### config.mk
export PLATFORM = sky130hd
export DESIGN_NAME = block_cache_lru_writeback
export DESIGN_NICKNAME = d
export VERILOG_FILES = /design/src/design/bclru_pkg.sv /design/src/design/bclru_ctrl.sv /design/src/design/bclru_dp.sv /design/src/design/block_cache_lru_writeback.sv
export SDC_FILE = /design/constraint.sdc
export NUM_CORES = 2
export LEC_CHECK = 0
export ABC_AREA = 1
export ABC_CLOCK_PERIOD_IN_PS = 6030
export BUFFER_PORTS_ARGS = -buffer_cell sky130_fd_sc_hd__buf_2
export CAP_MARGIN = 20
export CORE_MARGIN = 1
export CORE_UTILIZATION = 45
export DETAILED_ROUTE_END_ITERATION = 8
export HOLD_SLACK_MARGIN = 0.12
export PLACE_DENSITY = 0.63
export SETUP_SLACK_MARGIN = 0.05
export SYNTH_ARGS = -nofsm -noshare
export SYNTH_HDL_FRONTEND = slang
export SYNTH_MEMORY_MAX_BITS = 65536
export SYNTH_SLANG_ARGS = --single-unit
### constraint.sdc
create_clock -name clk -period 6.03 [get_ports clk]
set_input_delay 0.603 -clock clk [delete_from_list [all_inputs] [get_ports clk]]
set_output_delay 0.603 -clock clk [all_outputs]
set_load 0.02 [all_outputs]
### src/design/bclru_pkg.sv
// shared constants and types for the write-back block cache tag store
`default_nettype none

package bclru_pkg;

    localparam int unsigned ENTRIES = 64;
    localparam int unsigned IDX_W   = (ENTRIES > 1) ? $clog2(ENTRIES) : 1;
    localparam int unsigned BLK_W   = 32;
    localparam int unsigned STAMP_W = 32;
    localparam int unsigned SLOT_W  = 6;
    localparam int unsigned OUT_W   = 48;

    // access kind on the tuser bit and status bit of the result
    localparam logic OP_WRITE       = 1'b1;
    localparam logic STAT_BAD_BLOCK = 1'b1;

    typedef struct packed {
        logic [BLK_W-1:0]   tag;
        logic [STAMP_W-1:0] stamp;
        logic               dirty;
    } entry_t;

    typedef struct packed {
        logic load;
        logic scan;
        logic commit;
    } ctrl_cmd_t;

    typedef struct packed {
        logic req_zero;
        logic cmp_hit;
        logic cmp_last;
        logic out_free;
    } dp_status_t;

endpackage

`default_nettype wire

### src/design/bclru_ctrl.sv
// sequencer for one cache access: accept, scan the tag store, commit
`default_nettype none

module bclru_ctrl
    import bclru_pkg::*;
(
    input  wire logic       clk,
    input  wire logic       rst_n,
    input  wire logic       s_tvalid,
    output logic            s_tready,
    input  wire dp_status_t status,
    output ctrl_cmd_t       cmd
);

    localparam logic [1:0] ST_IDLE   = 2'd0;
    localparam logic [1:0] ST_SCAN   = 2'd1;
    localparam logic [1:0] ST_FINISH = 2'd2;

    logic [1:0] state_reg;
    logic [1:0] state_next;

    always_comb
    begin
        state_next = state_reg;
        s_tready   = 1'b0;
        cmd        = '0;
        unique case (state_reg)
            ST_IDLE:
            begin
                s_tready = 1'b1;
                if (s_tvalid)
                begin
                    cmd.load   = 1'b1;
                    state_next = ST_SCAN;
                end
            end
            ST_SCAN:
            begin
                cmd.scan = 1'b1;
                // block zero leaves the scan without comparing any entry
                if (status.req_zero || status.cmp_hit || status.cmp_last)
                begin
                    state_next = ST_FINISH;
                end
            end
            ST_FINISH:
            begin
                if (status.out_free)
                begin
                    cmd.commit = 1'b1;
                    state_next = ST_IDLE;
                end
            end
            default:
            begin
                state_next = ST_IDLE;
            end
        endcase
    end

    always_ff @(posedge clk or negedge rst_n)
    begin
        if (!rst_n)
        begin
            state_reg <= ST_IDLE;
        end
        else
        begin
            state_reg <= state_next;
        end
    end

    assert property (@(posedge clk) disable iff (!rst_n)
        cmd.commit |=> state_reg == ST_IDLE)
        else $error("commit did not return to idle");

    assert property (@(posedge clk) disable iff (!rst_n)
        cmd.load |=> state_reg == ST_SCAN)
        else $error("accepted transaction did not start a scan");

    assert property (@(posedge clk) disable iff (!rst_n)
        $onehot0({cmd.load, cmd.scan, cmd.commit}))
        else $error("overlapping controller commands");

endmodule

`default_nettype wire

### src/design/bclru_dp.sv
// tag store, lru scan registers, use counter and result register
`default_nettype none

module bclru_dp
    import bclru_pkg::*;
(
    input  wire logic              clk,
    input  wire logic              rst_n,
    input  wire ctrl_cmd_t         cmd,
    output dp_status_t             status,
    input  wire logic [BLK_W-1:0]  s_tdata,
    input  wire logic [0:0]        s_tuser,
    output logic                   m_tvalid,
    input  wire logic              m_tready,
    output logic [OUT_W-1:0]       m_tdata
);

    entry_t                mem [ENTRIES];
    logic [ENTRIES-1:0]    valid_reg;

    logic [BLK_W-1:0]      blk_reg;
    logic                  wr_reg;
    logic                  req_zero_reg;

    logic [IDX_W-1:0]      rd_idx_reg;
    entry_t                rd_data_reg;
    logic                  rd_valid_reg;
    logic [IDX_W-1:0]      cmp_idx_reg;
    logic                  cmp_valid_reg;

    logic                  hit_reg;
    logic [IDX_W-1:0]      hit_idx_reg;
    logic                  hit_dirty_reg;
    logic [STAMP_W-1:0]    best_reg;
    logic [IDX_W-1:0]      vic_idx_reg;
    logic [BLK_W-1:0]      vic_tag_reg;
    logic                  vic_dirty_reg;

    logic [STAMP_W-1:0]    use_cnt_reg;

    logic                  m_tvalid_reg;
    logic [OUT_W-1:0]      m_tdata_reg;

    entry_t                cur;
    logic                  cmp_en;
    logic                  take_min;
    logic [IDX_W-1:0]      wr_idx;
    entry_t                wr_word;
    logic                  wb_need;
    logic [OUT_W-1:0]      out_word;

    // never-written entries read as the reset value
    assign cur      = rd_valid_reg ? rd_data_reg : entry_t'('0);
    assign cmp_en   = cmd.scan && cmp_valid_reg && !hit_reg;
    assign take_min = (cur.stamp < best_reg) || (cmp_idx_reg == '0);

    assign status.req_zero = req_zero_reg;
    assign status.cmp_hit  = cmp_en && (cur.tag == blk_reg);
    assign status.cmp_last = cmp_en && (cmp_idx_reg == IDX_W'(ENTRIES - 1));
    assign status.out_free = !m_tvalid_reg || m_tready;

    assign wr_idx        = hit_reg ? hit_idx_reg : vic_idx_reg;
    assign wr_word.tag   = blk_reg;
    assign wr_word.stamp = use_cnt_reg;
    assign wr_word.dirty = hit_reg ? (hit_dirty_reg | wr_reg) : wr_reg;
    assign wb_need       = !hit_reg && vic_dirty_reg;

    always_comb
    begin
        out_word = '0;
        if (req_zero_reg)
        begin
            out_word[0] = STAT_BAD_BLOCK;
        end
        else
        begin
            out_word[1]    = hit_reg;
            out_word[7:2]  = SLOT_W'(wr_idx);
            out_word[8]    = wb_need;
            out_word[40:9] = wb_need ? vic_tag_reg : '0;
            out_word[41]   = !hit_reg && !wr_reg;
        end
    end

    // tag store: one write port, one registered read port
    always_ff @(posedge clk)
    begin
        if (cmd.commit && !req_zero_reg)
        begin
            mem[wr_idx] <= wr_word;
        end
    end

    always_ff @(posedge clk)
    begin
        if (cmd.scan)
        begin
            rd_data_reg <= mem[rd_idx_reg];
        end
    end

    always_ff @(posedge clk or negedge rst_n)
    begin
        if (!rst_n)
        begin
            valid_reg     <= '0;
            cmp_valid_reg <= 1'b0;
            hit_reg       <= 1'b0;
            use_cnt_reg   <= '0;
            m_tvalid_reg  <= 1'b0;
            rd_idx_reg    <= '0;
            req_zero_reg  <= 1'b0;
        end
        else
        begin
            cmp_valid_reg <= cmd.scan;
            if (cmd.load)
            begin
                rd_idx_reg   <= '0;
                hit_reg      <= 1'b0;
                req_zero_reg <= (s_tdata == '0);
            end
            else if (cmd.scan)
            begin
                rd_idx_reg <= rd_idx_reg + 1'b1;
            end
            if (status.cmp_hit)
            begin
                hit_reg <= 1'b1;
            end
            if (cmd.commit && !req_zero_reg)
            begin
                valid_reg[wr_idx] <= 1'b1;
                use_cnt_reg       <= use_cnt_reg + 1'b1;
            end
            if (cmd.commit)
            begin
                m_tvalid_reg <= 1'b1;
            end
            else if (m_tready)
            begin
                m_tvalid_reg <= 1'b0;
            end
        end
    end

    always_ff @(posedge clk)
    begin
        if (cmd.load)
        begin
            blk_reg  <= s_tdata;
            wr_reg   <= (s_tuser[0] == OP_WRITE);
            best_reg <= '1;
        end
        if (cmd.scan)
        begin
            rd_valid_reg <= valid_reg[rd_idx_reg];
            cmp_idx_reg  <= rd_idx_reg;
        end
        if (status.cmp_hit)
        begin
            hit_idx_reg   <= cmp_idx_reg;
            hit_dirty_reg <= cur.dirty;
        end
        // first entry always seeds the victim so a full-stamp store evicts entry zero
        if (cmp_en && take_min)
        begin
            best_reg      <= cur.stamp;
            vic_idx_reg   <= cmp_idx_reg;
            vic_tag_reg   <= cur.tag;
            vic_dirty_reg <= cur.dirty;
        end
        if (cmd.commit)
        begin
            m_tdata_reg <= out_word;
        end
    end

    assign m_tvalid = m_tvalid_reg;
    assign m_tdata  = m_tdata_reg;

    assert property (@(posedge clk) disable iff (!rst_n)
        cmd.commit |-> (!m_tvalid_reg || m_tready))
        else $error("result overwritten before it was taken");

    assert property (@(posedge clk) disable iff (!rst_n)
        cmd.commit && !req_zero_reg |=> use_cnt_reg == $past(use_cnt_reg) + 1'b1)
        else $error("use counter did not advance on a successful access");

    assert property (@(posedge clk) disable iff (!rst_n)
        cmd.commit && req_zero_reg |=> $stable(use_cnt_reg) && $stable(valid_reg))
        else $error("rejected access changed state");

    assert property (@(posedge clk) disable iff (!rst_n)
        m_tvalid_reg && m_tdata_reg[0] |-> m_tdata_reg[OUT_W-1:1] == '0)
        else $error("error result carries non-zero fields");

endmodule

`default_nettype wire

### src/design/block_cache_lru_writeback.sv
// top level of the fully associative write-back block cache tag store
`default_nettype none

// Tag and control store of a 64-entry fully associative write-back block
// cache with least-recently-used replacement. One transaction is taken at a
// time on the s_ side and one result is returned per transaction on the m_
// side; the result sits in an output register, so the next transaction is
// taken while it waits. The tag store has one write port and one read port
// and is scanned one entry per cycle; a miss scans every entry, a hit stops
// at the matching entry, and a request for block zero compares no entry.
// The store comes out of reset empty with no clearing pass.
module block_cache_lru_writeback
    import bclru_pkg::*;
(
    input  wire logic              clk,
    input  wire logic              rst_n,
    input  wire logic              s_tvalid,
    output logic                   s_tready,
    input  wire logic [BLK_W-1:0]  s_tdata,   // [31:0] block_number
    input  wire logic [0:0]        s_tuser,   // [0] cmd (0 read, 1 write)
    output logic                   m_tvalid,
    input  wire logic              m_tready,
    output logic [OUT_W-1:0]       m_tdata    // [0] status, [1] hit, [7:2] slot,
                                              // [8] writeback_needed,
                                              // [40:9] writeback_block,
                                              // [41] fill_needed, [47:42] zero
);

    ctrl_cmd_t  cmd;
    dp_status_t status;

    bclru_ctrl u_ctrl (
        .clk      (clk),
        .rst_n    (rst_n),
        .s_tvalid (s_tvalid),
        .s_tready (s_tready),
        .status   (status),
        .cmd      (cmd)
    );

    bclru_dp u_dp (
        .clk      (clk),
        .rst_n    (rst_n),
        .cmd      (cmd),
        .status   (status),
        .s_tdata  (s_tdata),
        .s_tuser  (s_tuser),
        .m_tvalid (m_tvalid),
        .m_tready (m_tready),
        .m_tdata  (m_tdata)
    );

endmodule

`default_nettype wire

* Word-level counts from Yosys, hierarchy flattened
Memory sizes are Yosys's and may differ from the RTL's. A register that Yosys moved wholly into a read port is not among the register bits.
Index checks and enable logic that the tools add are counted.
** Storage, ports and cells
- Flip-flop bits (word level) :: 268
- RAM bits :: 4160
- Input bits :: 37
- Output and inout port bits :: 50
- Word-level logic and storage cells :: 92
- Memories kept :: 1
** Operators by class
- $add $sub $neg :: 2
- $lt $le $gt $ge :: 4
- Equal/unequal tests :: 7
- Muxes and demuxes :: 28
- Bitwise gates (word level) :: 3
- Reduce and logical (&&, ||, !) cells :: 26
** Memories
- u_dp.mem :: words 64, bits a word 65, rd ports 1, clocked after memory_dff 1, wr ports 1, RTL line bclru_dp.sv:18 : entry_t mem [ENTRIES];
** Operators by type and width (number)
- 65-bit two-way mux :: 1
- 32-bit two-way mux :: 2
- 64-bit OR :: 1
- 32-bit by 1-bit adder with 32-bit output, second input constant :: 1
- 32-bit equality test :: 1
- 32-bit logical NOT :: 1
- 32-bit < comparator :: 1
- 6-bit two-way mux :: 3
- 1-bit two-way mux :: 16
- 6-bit by 7-bit < comparator with 1-bit output, second input constant :: 2
- 1-bit logical AND :: 9
- 2-bit nonzero test :: 4
- 6-bit by 1-bit adder with 6-bit output, second input constant :: 1
- 1-bit binary-select mux with 6-bit select :: 1
- 1-bit demux with 6-bit select :: 1
- 6-bit equality test, second input constant :: 1
- 6-bit by 1-bit >= comparator with 1-bit output, second input constant :: 1
- 6-bit logical NOT :: 1
- 2-bit two-way mux :: 3
- 2-bit one-hot mux with 3 select lines :: 1
- 1-bit logical NOT :: 4
- 1-bit logical OR :: 4
- 2-bit inequality test, second input constant :: 2
- 3-bit AND reduction :: 1
- 7 further kinds :: 7

* Logic depth before layout (Yosys ltp)
- Depth after elaboration :: 9
- Mapped depth :: 19
- Gate-level depth less buffers :: 16

* Modules after synthesis
A second synthesis with hierarchy kept.
** Unflattened totals
- Cell total of the unflattened synthesis :: 13294
- Area, all modules :: 176241.5 µm²
** Modules (own cells, without submodules)
- bclru_dp :: times used 1, cells each 13273, area each 176106.4 µm², seq. area each 134328.8 µm²
- bclru_ctrl :: times used 1, cells each 21, area each 135.1 µm², seq. area each 50.0 µm²

* Worst setup path before layout
No wires, ideal clock.
- Kind :: input port to flip-flop
- Start point :: input m_tready
- End point :: memory u_dp.mem[13][0] in the netlist's numbering (enable)
- Library setup time :: 0.488 ns
- Arrival :: 5.487 ns
- Required time :: 5.542 ns
- Path slack :: 0.055 ns
- Stages on the path :: 8
- Buffers on the path :: 2
- Cell sequence :: nor2_1 -> nor2_2 -> nand2_1 -> buf_2 -> nor2_1 -> nand3_1 -> buf_2 -> nor2_1
** RTL lines
- start: declaration :: RTL line block_cache_lru_writeback.sv:22 : input wire logic m_tready,
- end: declaration :: RTL line bclru_dp.sv:18

==> reports/metrics.csv <==
stage,metric,value,unit
floorplanning,dieArea,0.3942,mm²
setup_path,path_delay_family,simple AND/OR/NAND/NOR gates,
clocking,clockBufferDepth,4,
placement,place_congestion,0.8517,
worst_hold_path,hp-class,in -> async,
route,drt-total-wl,539000,µm
setup_path,endpoint_kind,register,
timing,fin_ws,1.597,ns
route,wire_per_inst,28.59,µm
outcome,status,finished clean,
placement,io_buffers,80,
timing,finalSetupTns,0,ns
pwr,ir_drop,0.4476,mV
synth,synth_flop_cell,edfxtp_1,
setup_path,crit_top_cell,nand2_1,
synth,synthCells,13300,
job,cap_violations,0,
synth,syn-cell-area,0.1763,mm²
setup_path,crit_buf_inv,2,
finish,fin_nets,13340,
synth,avgSynthCellArea,13.25,µm²
setup_path,slowest_delay,0.86,ns
floorplanning,start_util,45.27,%
global_route,antenna_found_initial,24,
synth,synth_top_area_share,74.70,%
placement,dp_hpwl,279100,µm
timing,tightestPinTransition,1.212,ns
clocking,clock_latency,1.01,ns
clocking,cts_hold_buf,36,
global_route,grt_max_degree,183,
timing,fin_crit_sh,73.52,%
synth,synthTopCellsByCount,"4385 x edfxtp_1, 2660 x nor2_1, 2017 x o21ai_0",
synth,yosysWarningCount,0,
global_route,track_usage,26.75,%
synth,synth_seq_cells,4493,
pwr,power_density,446.0,mW/mm²
setup_path,worst-path-max-fanout,33,
timing,fin_skew,0.08176,ns
clocking,cts_resized,0,
timing,fmax,225.6,MHz
timing,hold_viol,0,
synth,synth_top_area_cell,edfxtp_1,
route,firstDrtPassIters,6,
clocking,cts-htree-levels,5,
floorplanning,io_pins,87,
synth,synth_area_leaders,"edfxtp_1 75%, o21ai_0 5.7%, nor2_1 5.7%",
setup_path,cp.required,6.63,ns
global_route,gr-total-overflow,0,
timing,setup_viol,0,
clocking,clk_pin_slew,0.06,ns
synth,yosysMostFrequentCell,edfxtp_1,
synth,async_flop_share,2.404,%
setup_path,worstPathCellList,"buf_4, nand2_1, inv_1, ha_1, a21oi_1, nand2_1, nand2_1, nand2_1, nand2_1, nand2_1, nand2_1, nand2_1, nand2_2, nand2_1, nand2_2",
placement,placed_cell_area,0.1833,mm²
synth,synth_seq_area_share,76.23,%
floorplanning,die_h,627.9,µm
route,vias,115400,
synth,synth_edf_count,4385,
finish,largest_reg_flops,4160,
pwr,power.static_leakage,63.45,nW
timing,finalMaxSlewViolations,0,
placement,dp_slack,1.636,ns
global_route,grt_first_pass_wirelength,767800,µm
setup_path,arrival,5.03,ns
synth,ys_types,43,
clocking,cts_root_buf,clkbuf_16,
timing,maxSlewHeadroom,19.23,%
setup_path,startpoint_type,register,
clocking,cts_tree,built,
placement,placedCellCount,17990,
finish,drive_above_1_share,8.612,%
timing,period_minus_slack,4.433,ns
floorplanning,rows,229,
clocking,post_cts_buffers,0,
timing,rsz0062_at_grt,false,
global_route,first_global_vias,106000,
finish,final_cells,18860,
floorplanning,die_w,627.9,µm
route,viasPerCell,6.119,
finish,postLayoutCellArea,0.1980,mm²
floorplanning,coreArea,0.3894,mm²
route,drt_iter0_markers,16310,
timing,whs,0.2603,ns
finish,syn2layout_area_growth,12.30,%
clocking,numCtsBuffers,441,
setup_path,critPathKind,reg -> reg,
route,ant_nets,0,
setup_path,crit_slowest_cell,edfxtp_1,
clocking,cts_sinks,4493,
route,drc,0,
## logic make-up after synthesis
group / count (synthesis) / synth area share [%]
adder cells (fa/ha/maj): 33 / 0.2342
other: 1 / 0.002127
AO/OA/AOI/OAI: 3384 / 10.81
AND/OR/NAND/NOR: 4190 / 9.700
flip-flops: 4493 / 76.23
multiplexers: 1 / 0.005678
XOR/XNOR: 44 / 0.2186
buffers and inverters: 1157 / 2.798
## cell usage in the layout, fill, tap and decap left out, types with 36 or more instances in the layout
master            n
buf_2            79
dlygate4sd3_1    36
buf_12           90
edfxtp_1       4385
clkbuf_1         88
nand3_1         567
buf_4           242
nor2_4           68
o221ai_1         95
nand2_1         696
o22ai_1         529
o21ai_0        2017
a21oi_1         153
or2_2            40
nor2_1         2595
inv_1           215
clkinv_1        119
clkinv_2         81
bufinv_16        37
o21ai_1         150
o211ai_1        431
clkbuf_16       452
nand4_1         170
dfrtp_1          83
## final timing paths
check                      depth (start not counted)  slack, ns            endpoint                from
setup / recovery                                  15       1.60    u_dp.best_reg[2]   u_dp.rd_valid_reg
hold / removal                                     2       0.26  u_dp.rd_idx_reg[4]               rst_n
setup reg to reg                                  15       1.60    u_dp.best_reg[2]   u_dp.rd_valid_reg
hold reg to reg                                    2       0.46  u_dp.valid_reg[37]  u_dp.valid_reg[37]
max in group asynchronous                          3       4.40  u_dp.valid_reg[42]               rst_n
min in group clk                                   2       0.33         u_dp.wr_reg             s_tuser
## routing by layer
metal	track usage, %	vias up	wire length, µm
met1	38.01	58330	213100
met2	40.56	6631	242300
met4	10.45	12	22600
li1	-	49290	-
met5	0	-	90
met3	5.427	1105	60890
## layout make-up
class	instances	area, µm²
Multi-Input combinational cell	7658	37500
Clock buffer	549	11770
Clock inverter	268	2432
Inverter	227	910.9
Sequential cell	4493	134400
Tap cell	5197	6502
Timing Repair Buffer	448	4385
Fill cell	32440	191400
Antenna cell	15	37.54
## through the flow
step,util (%),power (mW)
after floorplan,-,52.45
after global placement,47.08,61.07
after detailed placement,47.09,61.25
after CTS,50.82,88.20
after global routing,50.83,91.57
final,50.84,88.29
## power by group
group          switching (mW)  internal [mW]  total, mW
Clock                    11.9           15.4       27.3
Combinational            18.0           6.04       24.0
Sequential              0.741           36.3       37.0
Total                    30.6           57.7       88.3
(Power assumes the default switching activity.)
